$ cat config.mk
export PLATFORM = sky130hd
export DESIGN_NAME = dnae_front
export DESIGN_NICKNAME = d
export VERILOG_FILES = /design/src/hdl/dnae_pkg.sv /design/src/hdl/dnae_front.sv
export SDC_FILE = /design/constraint.sdc
export NUM_CORES = 1
export LEC_CHECK = 0
export ABC_AREA = 1
export BUFFER_PORTS_ARGS = -buffer_cell sky130_fd_sc_hd__buf_2
export CORE_UTILIZATION = 30
export DETAILED_ROUTE_END_ITERATION = 8
export HOLD_SLACK_MARGIN = 0.03
export PLACE_DENSITY = 0.62
export SYNTH_ARGS = -nofsm -noshare
export SYNTH_HDL_FRONTEND = slang
export SYNTH_SLANG_ARGS = --single-unit
$ cat constraint.sdc
create_clock -name clk -period 4.7 [get_ports clk]
set_input_delay 0.235 -clock clk [delete_from_list [all_inputs] [get_ports clk]]
set_output_delay 0.235 -clock clk [all_outputs]
set_load 0.01 [all_outputs]
$ cat src/hdl/dnae_pkg.sv
// Package for the DAG node evaluator: command codes, store depth default,
// and the shared queue entry type. No dependencies.
package dnae_pkg;
	localparam int DEPTH_DEF = 4096;
	localparam int AW_IN = 12;
	localparam logic [1:0] CMD_WRITE = 2'd0;
	localparam logic [1:0] CMD_EVAL  = 2'd1;
	localparam logic [1:0] CMD_READ  = 2'd2;
	localparam logic       OP_ADD    = 1'b0;
	localparam logic       OP_MUL    = 1'b1;

	typedef struct packed {
		logic [1:0]        cmd;
		logic              op;
		logic [AW_IN-1:0]  a;
		logic [AW_IN-1:0]  b;
		logic [AW_IN-1:0]  d;
		logic [31:0]       wv;
	} cmd_t;
endpackage

$ cat src/hdl/dnae_front.sv
// Front end: two-entry command queue between the input port and the back end.
// Depends on dnae_pkg.
module dnae_front import dnae_pkg::*; (
	input  logic clk,
	input  logic arst_n,
	input  logic push,
	output logic full,
	input  cmd_t in_cmd,
	output logic cv,
	input  logic ct,
	output cmd_t c_out
);
	cmd_t mem_q [2];
	logic wp_q, rp_q;
	logic [1:0] cnt_q;
	logic do_w, do_r;

	assign full  = cnt_q[1];
	assign cv    = cnt_q != 2'd0;
	assign do_w  = push && !full;
	assign do_r  = ct && cv;
	assign c_out = mem_q[rp_q];

	// storage
	always_ff @(posedge clk) begin
		if (do_w) mem_q[wp_q] <= in_cmd;
	end

	// pointers and fill level
	always_ff @(posedge clk or negedge arst_n) begin
		if (!arst_n) begin
			wp_q <= 1'b0; rp_q <= 1'b0; cnt_q <= 2'd0;
		end else begin
			if (do_w) wp_q <= !wp_q;
			if (do_r) rp_q <= !rp_q;
			cnt_q <= cnt_q + {1'b0, do_w} - {1'b0, do_r};
		end
	end
endmodule

; ---- Word-level counts from Yosys, hierarchy flattened
; Memory sizes are Yosys's and may differ from the RTL's.
; Index checks and enable logic that the tools add are counted.
[word_totals]
register_bits = 4
latchBits = 0
ramBits = 142
rom_bits = 0
inputBits = 75
out_inout_bits = 73
wordCells = 14
n_memories = 1
[mem_list]
columns = name, depth, width, rd, rd_clocked_by_memory_dff, write_ports, line_no
row1 = mem_q, 2, 71, 1, 0, 1, dnae_front.sv:13  ; cmd_t mem_q [2];
[op_classes]
n_addsub = 2
n_mul = 0
n_div = 0
order_cmp = 0
eq_ne = 0
shift = 0
muxes = 2
n_bitwise = 0
reduce_logical = 6
[ops]
columns = operator, n
row1 = zero test 1 bit, 3
row2 = adder 2 x 1 -> 2 bit, 1
row3 = logical AND 1 bit, 2
row4 = two-way mux 1 bit, 2
row5 = nonzero test 2 bit, 1
row6 = subtractor 2 x 1 -> 2 bit, 1

; ---- Depth between registers and ports, before layout
; Gate-level depths: netlist of the first run.
[logic_depth]
depth_word = 4
ltp_mapped = 7

; ---- Worst setup path before layout of the first run
; No wires, ideal clock.
[synth_timing]
path_kind = flip-flop to flip-flop
from = register cnt_q[1]
to = memory mem_q[0][0] in the netlist's numbering, enable pin
arrival_ns = 3.610
t_required_ns = 4.199
setup_slack_ns = 0.590
stages_incl_launch_ff = 4
path_cell_list = dfrtp_1 > inv_1 > nand2_1 > nor2_1
[synth_via]
elab_chain_cells = 4
[synth_lines]
columns = element, line_no
row1 = start: declaration, dnae_front.sv:15  ; logic [1:0] cnt_q;
row2 = start signal: assignment, dnae_front.sv:36  ; cnt_q <= cnt_q + {1'b0, do_w} - {1'b0, do_r};
row3 = zero test 1 bit, dnae_front.sv:20  ; assign do_w = push && !full;
row4 = logical AND 1 bit, dnae_front.sv:20
row5 = two-way mux 1 bit, dnae_front.sv:26  ; if (do_w) mem_q[wp_q] <= in_cmd;
row6 = two-way mux 1 bit (not written as such), dnae_front.sv:26
row7 = end: declaration, dnae_front.sv:13
; No other way between the ends.

; ---- Worst setup path after layout of the first run
[layout_timing]
from = register cnt_q[1]
to = memory mem_q[1][23] in the netlist's numbering, enable pin
; Same word-level chain as after synthesis.

==> impl_results.md, run 1 <==
* DR pass1 iterations at 4
* Initial Util at 30.9%
* Sequential-to-total area share from yosys stat at between 80 and 90%
* Synth top area cells: edfxtp_1 79%, nand2_1 15%, dfrtp_1 1.9%
* Unrepaired setup endpoints after global routing: false
* Fin Clk Skew at between 0.009 and 0.01 ns
* GR Layer Usage met1 at between 10% and 20%
* Busiest grt layer: met2
* Grt ovf at 0
* H-tree depth at 4
* Worst setup SP type: flop
* Initial antenna violation count at 0
* Top-Level Pins at approximately 150
* Post-synth top area cell: edfxtp_1
* Final period util at between 50% and 60%
* Row Count at between 40 and 50
* Syn avg cell area at between 10 and 15 um^2
* Die H at about 140 um
* Required time worst endpoint at 4.81 ns
* Normalized max-slew margin at between 10% and 20%
* Most used DFF post-synth: edfxtp_1
* Global Route Usage Sum at between 10% and 20%
* Die outline area at approximately 19000 um^2
* Max Cap Violations at 0
* Number of global-route vias before repair at about 3600
* Die W at 136 um
* Core area at approximately 17000 um^2
* WHS Path Cells at 3
* Drt total wl at around 11000 um
* Worst reg2reg path startpoint: cnt_q[1]
* Pin count of the biggest net entering global routing at 73
* Postcts setup bufs at 0
* Area Overhead vs Synth at 41.6%
* Placed wire-length estimate at approximately 6600 um
* Hold slack at 0.129 ns
* Antenna diodes at 0
* Crit end category: flop
* Synth Warn # at 0
* Met3 Usage GRT at under 10%
* Count of state elements after synthesis at ~150
* DRT iter0 DRCs at 135
* Min-Delay Startpoint: ct
* Global-route wire length before repair at about 18000 um
* Final TNS setup at 0 ns
* Fin crit period at ~2.4 ns
* Net Count, Synth at 470
* FFs w/ async S/R, synth at under 10%
* Crit path kind: flop to flop
* Number of flops mapped to enable cells by yosys at approximately 140
* Later-pin clock latency in the skew report at 0.43 ns
* Final hold vios at 0
* Reg2Reg Setup Slack at about 2.3 ns
* Layout cells sized above 1 at 29.3%
* Clk Tree Root Cell: clkbuf_16
* Drt via density at between 4 and 5
* Max Slew Vio Count at 0
* Fmax at slightly above 400 MHz
* Worst Reg-to-Reg Cells at 4
* Fill cell count at 1595
* Post-synth top cells: 218 x nand2_1, 142 x edfxtp_1, 8 x buf_6
* Count leader, synth: nand2_1
* Cell Pwr Density at a little under 600 nW/um^2
* TritonCTS Buffers at 17
* Final routed DRC violation total at 0
* Post-synthesis cell type count at 15
* Status: finished clean
* Final RePlAce weighted congestion at between 0.6 and 0.7
* Syn Std Cell Area at around 5400 um^2
* Longest Clk Path Bufs at 2
* Post-synth top area share at 78.9%
* Worst Path Max Fanout at 40
* CTS tree: built
* Port Buf Inserts at around 150
* Nets at between 600 and 700
* Worst hold path class: input port to flop
* VDD IR max at roughly 0.38 mV
* Syn Inst Count at about 390
* R2r endpoint: mem_q[1][23]
* Clk sink count at 146
* WL per Instance at 13.2 um
* Hold EP: rp_q
* Setup-failing EPs final at 0
* Clock slew at reported path FFs at roughly 0.060 ns
* Leakage at between 3 and 4 nW
* Worst-Margin Slew at around 1.2 ns
* Crit path arrival time at ~2.5 ns
* Met2 usage at between 20% and 30%
* Post-route ant nets at 0
* Vias at 3607
final cells by class:
cell class / instances / area (um^2) / area share (%)
Multi-Input combinational cell: 228 / 906 / 11.8
Tap cell: 225 / 282 / 3.68
Timing Repair Buffer: 223 / 1490 / 19.4
Inverter: 5 / 23.8 / 0.311
Sequential cell: 146 / 4370 / 57.0
Clock buffer: 17 / 425 / 5.56
Clock inverter: 12 / 168 / 2.19
state kept, by name (all words and copies together) (netlist names):
register,cells
cnt_q,2
mem_q,142
rp_q,1
wp_q,1
routing by layer:
layer / wire [um] / part of all wire, %
met2: 5670 / 50
met4: 207 / 1.8
met3: 737 / 6.5
met5: 0 / 0
met1: 4720 / 42
logic make-up after synthesis:
family                   Yosys count  synth area share, %
AND/OR/NAND/NOR                  223                 15.6
adder cells (fa/ha/maj)            1                0.231
XOR/XNOR                           3                0.486
AO/OA/AOI/OAI                      1                0.162
flip-flops                       146                 80.7
buffers and inverters             20                 2.80
how the worst max path moves through the flow:
stage / end / startpoint
4_1_cts: mem_q[1][10] / cnt_q[1]
5_1_grt: mem_q[1][23] / cnt_q[1]
3_3_place_gp: mem_q[1][13] / cnt_q[1]
3_5_place_dp: mem_q[1][18] / cnt_q[1]
2_1_floorplan: mem_q[0][0] / cnt_q[1]
6_report: mem_q[1][23] / cnt_q[1]
where the power goes:
| group | internal [W] | total, W | switching [W] | leakage [nW] |
|---|---|---|---|---|
| Clock | 0.000872 | 0.00136 | 0.000492 | 0.288 |
| Sequential | 0.00175 | 0.00182 | 0.0000695 | 1.36 |
| Combinational | 0.000454 | 0.00134 | 0.000885 | 1.61 |
critical path, stage by stage (launching register included):
cell	delay [ns]
dfrtp_1	0.42
inv_1	0.09
nand2_1	0.18
nor2_4	0.97
buf_4	0.41
through the flow:
step / std cells / power [W] / worst slack (ns) / utilization, % / area [um^2]
floorplan: 394 / 0.00268 / 0.590 / - / 5410
global placement: 755 / 0.00314 / 2.27 / 36.3 / 6340
detailed placement: 755 / 0.00317 / 2.23 / 36.3 / 6340
CTS: 856 / 0.00458 / 2.21 / 43.8 / 7660
global route: 856 / 0.00480 / 2.12 / 43.8 / 7660
finish: 856 / 0.00452 / 2.29 / 43.8 / 7660
placed cells by master (no fill, tap or decap), drive strengths merged:
cell type | Yosys | routed
ha | 1 | 1
nand3 | 1 | 1
edfxtp | 142 | 142
dlygate4sd3 | 0 | 72
clkbuf | 0 | 17
bufinv | 0 | 4
buf | 15 | 151
dfrtp | 4 | 4
xor2 | 3 | 3
clkinv | 0 | 6
o21ai | 1 | 1
inv | 5 | 5
nor2 | 2 | 2
clkinvlp | 0 | 2
nand2 | 218 | 218
nand4 | 1 | 1
or2 | 1 | 1
timing repair:
| item | 4_1_cts | 5_1_grt |
|---|---|---|
| hold endpoints to repair | 146 | 0 |
| hold buffers | 72 | 0 |
| gates resized for setup | 0 | 0 |
No activity file was read; power rests on OpenSTA's default activity.
==> run 2, diff against run 1 <==
--- a/config.mk
+++ b/config.mk
@@ -10,7 +10,7 @@
 export CORE_UTILIZATION = 30
 export DETAILED_ROUTE_END_ITERATION = 8
 export HOLD_SLACK_MARGIN = 0.03
-export PLACE_DENSITY = 0.62
+export PLACE_DENSITY = 0.63
 export SYNTH_ARGS = -nofsm -noshare
 export SYNTH_HDL_FRONTEND = slang
 export SYNTH_SLANG_ARGS = --single-unit
==> constraint.sdc (replaced) <==
create_clock -name clk -period 2.1 [get_ports clk]
set_input_delay 0.105 -clock clk [delete_from_list [all_inputs] [get_ports clk]]
set_output_delay 0.105 -clock clk [all_outputs]
set_load 0.01 [all_outputs]
==> run 2 against run 1 <==
  * First-iteration DRC count up 30%
  * Setup slack worse by 2.0 ns
  * Clock skew shrank 0.0044 ns
  * Cell count grew 0.58%
  * Sequential power rose by 120%
  * Non-clock buffer count rose by 4
  * Register-to-register slack worse by 1.7 ns
  * Largest cell class unchanged
  * Highest routed layer unchanged
==> impl_results.md, run 2 (same netlist as run 1, synthesis figures left out) <==
* Worst setup SP type: flop (unchanged)
* VDD IR max at 1.47 mV (was 0.378 mV)
* Nets at 701 (was 697)
* Fill cell count at 1601 (was 1595)
* Required time worst endpoint at 2.00 ns (was 4.81 ns)
* Global Route Usage Sum at 12.9% (about the same)
* Final RePlAce weighted congestion at 0.674 (was 0.686)
* DR pass1 iterations at 4 (unchanged)
* Leakage at 3.28 nW (was 3.26 nW)
* Antenna diodes at 0 (unchanged)
* Clock slew at reported path FFs at 0.06 ns (about the same)
* Core area at 17500 um^2 (unchanged)
* Hold slack at 0.416 ns (was 0.129 ns)
* Crit path kind: flop to output pin (was flop to flop)
* Initial antenna violation count at 0 (unchanged)
* Post-placement cell area at 6380 um^2 (was 6340 um^2)
* Normalized max-slew margin at 62.5% (was 18.2%)
* CTS tree: built (unchanged)
* DRT iter0 DRCs at 175 (was 135)
* Die W at 136 um (unchanged)
* WL per Instance at 13.3 um (was 13.2 um)
* Later-pin clock latency in the skew report at 0.41 ns (was 0.43 ns)
* Fmax at 560 MHz
* Port Buf Inserts at 147 (unchanged)
* Worst Path Max Fanout at 72 (was 40)
* Row Count at 48 (unchanged)
* Post-route ant nets at 0 (unchanged)
* Drt via density at 4.23 (was 4.21)
* Largest reg by FF count: mem_q (unchanged)
* Final routed DRC violation total at 0 (unchanged)
* Cell Pwr Density at 1320 nW/um^2 (was 590 nW/um^2)
* Worst-Margin Slew at 0.563 ns (was 1.22 ns)
* TritonCTS Buffers at 17 (unchanged)
* Top Registers: mem_q (142), cnt_q (2) (unchanged)
* Most frequent cells in the layout: 217 x nand2_1, 147 x buf_2, 142 x edfxtp_1 (was 218 x nand2_1, 147 x buf_2, 142 x edfxtp_1)
* Unrepaired setup endpoints after global routing: false (unchanged)
* Setup-failing EPs final at 0 (unchanged)
* Final Instance Area at 7730 um^2 (was 7660 um^2)
* Status: finished clean (unchanged)
* Number of global-route vias before repair at 3724 (was 3614)
* Clk Tree Root Cell: clkbuf_16 (unchanged)
* Final hold vios at 0 (unchanged)
* Top-Level Pins at 148 (unchanged)
* Vias at 3641 (was 3607)
* Area Overhead vs Synth at 43.0% (was 41.6%)
* Worst reg2reg path startpoint: cnt_q[1] (unchanged)
* Fin cells at 861 (was 856)
* Placed instance count at 756 (was 755)
* Drt total wl at 11400 um (was 11300 um)
* Global-route wire length before repair at 17800 um (was 17500 um)
* Min-Delay Startpoint: in_cmd[23] (was ct)
* Placed wire-length estimate at 6930 um (was 6590 um)
* Reg2Reg Setup Slack at 0.54 ns (was 2.29 ns)
* Layout cells sized above 1 at 29.2% (was 29.3%)
* Total power at 0.0102 W (was 0.00452 W)
* Final period util at between 80% and 90%
* Longest Clk Path Bufs at 2 (unchanged)
* Commonest non-fill, non-tap cell in the layout: nand2_1 (unchanged)
* Fin Clk Skew at 0.00535 ns (was 0.00970 ns)
* Die H at 136 um (unchanged)
* Pin count of the biggest net entering global routing at 73 (unchanged)
* Max Slew Vio Count at 0 (unchanged)
* Initial Util at 30.9% (unchanged)
* Clk sink count at 146 (unchanged)
* Setup crit start: rp_q (was cnt_q[1])
* Max Cap Violations at 0 (unchanged)
* Fin crit period at ~1.8 ns
* Postcts setup bufs at 0 (unchanged)
* Die outline area at 18600 um^2 (unchanged)
* Crit end category: output pin (was flop)
* H-tree depth at 4 (unchanged)
* Grt ovf at 0 (unchanged)
* Crit path arrival time at 1.68 ns (was 2.52 ns)
* Register area at 4370 um^2 (unchanged)
* Worst hold path class: input port to flop (unchanged)
* Area of the multi-input gates at 913 um^2 (was 906 um^2)
* Max reg flops at 142 (unchanged)
* Final TNS setup at 0 ns (unchanged)
-- run 2: cell types whose count changed in the layout (fill, tap and decap cells not counted), moves of 2 or more --
cell,change
buf_12,+2
clkinv_2,-3
clkbuf_1,+2
dlygate4sd3_1,+3
-- run 2: metrics by stage --
stage / utilization, % / worst slack [ns]
floorplan: - / 0.00224
global route: 44.2 / 0.171
detailed placement: 36.5 / 0.552
finish: 44.2 / 0.313
global placement: 36.5 / 0.558
CTS: 44.2 / 0.249
-- run 2: area by class of cell --
type	count	area share, %
Clock buffer	19	5.60
Clock inverter	11	2.12
Inverter	5	0.308
Multi-Input combinational cell	228	11.8
Sequential cell	146	56.5
Tap cell	225	3.64
Timing Repair Buffer	227	20.0
-- run 2: path summary, 6_finish.rpt --
check	end	cells past startpoint
worst max-delay path	c_out[17]	4
worst min-delay path	mem_q[0][23]	2
worst max register to register	mem_q[1][26]	4
worst min register to register	cnt_q[0]	1
max in group asynchronous	rp_q	3
min in group asynchronous	wp_q	3
-- run 2: repair_timing --
item	CTS	global route
resized for setup	0	0
setup endpoints to repair	0	0
endpoints found under the hold margin	148	0
hold buffers	75	0
-- run 2: critical path, stage by stage, from the launching register on --
cell     delay [ns]
dfrtp_2        0.44
inv_6          0.42
nand2_1        0.12
nand2_1        0.12
buf_2          0.13
-- run 2: layer usage --
metal,track usage (%),up-vias,wire [um]
li1,-,1787,-
met1,14.4,1717,4930
met2,22.3,126,5680
met3,4.74,11,720
met4,4.57,0,101
met5,0,-,0
-- run 2: report_power, final --
| group | total, W | leakage, nW | switching [W] | internal [W] |
|---|---|---|---|---|
| clock network | 0.00306 | 0.280 | 0.00110 | 0.00196 |
| logic | 0.00306 | 1.64 | 0.00200 | 0.00106 |
| registers | 0.00407 | 1.36 | 0.000166 | 0.00390 |
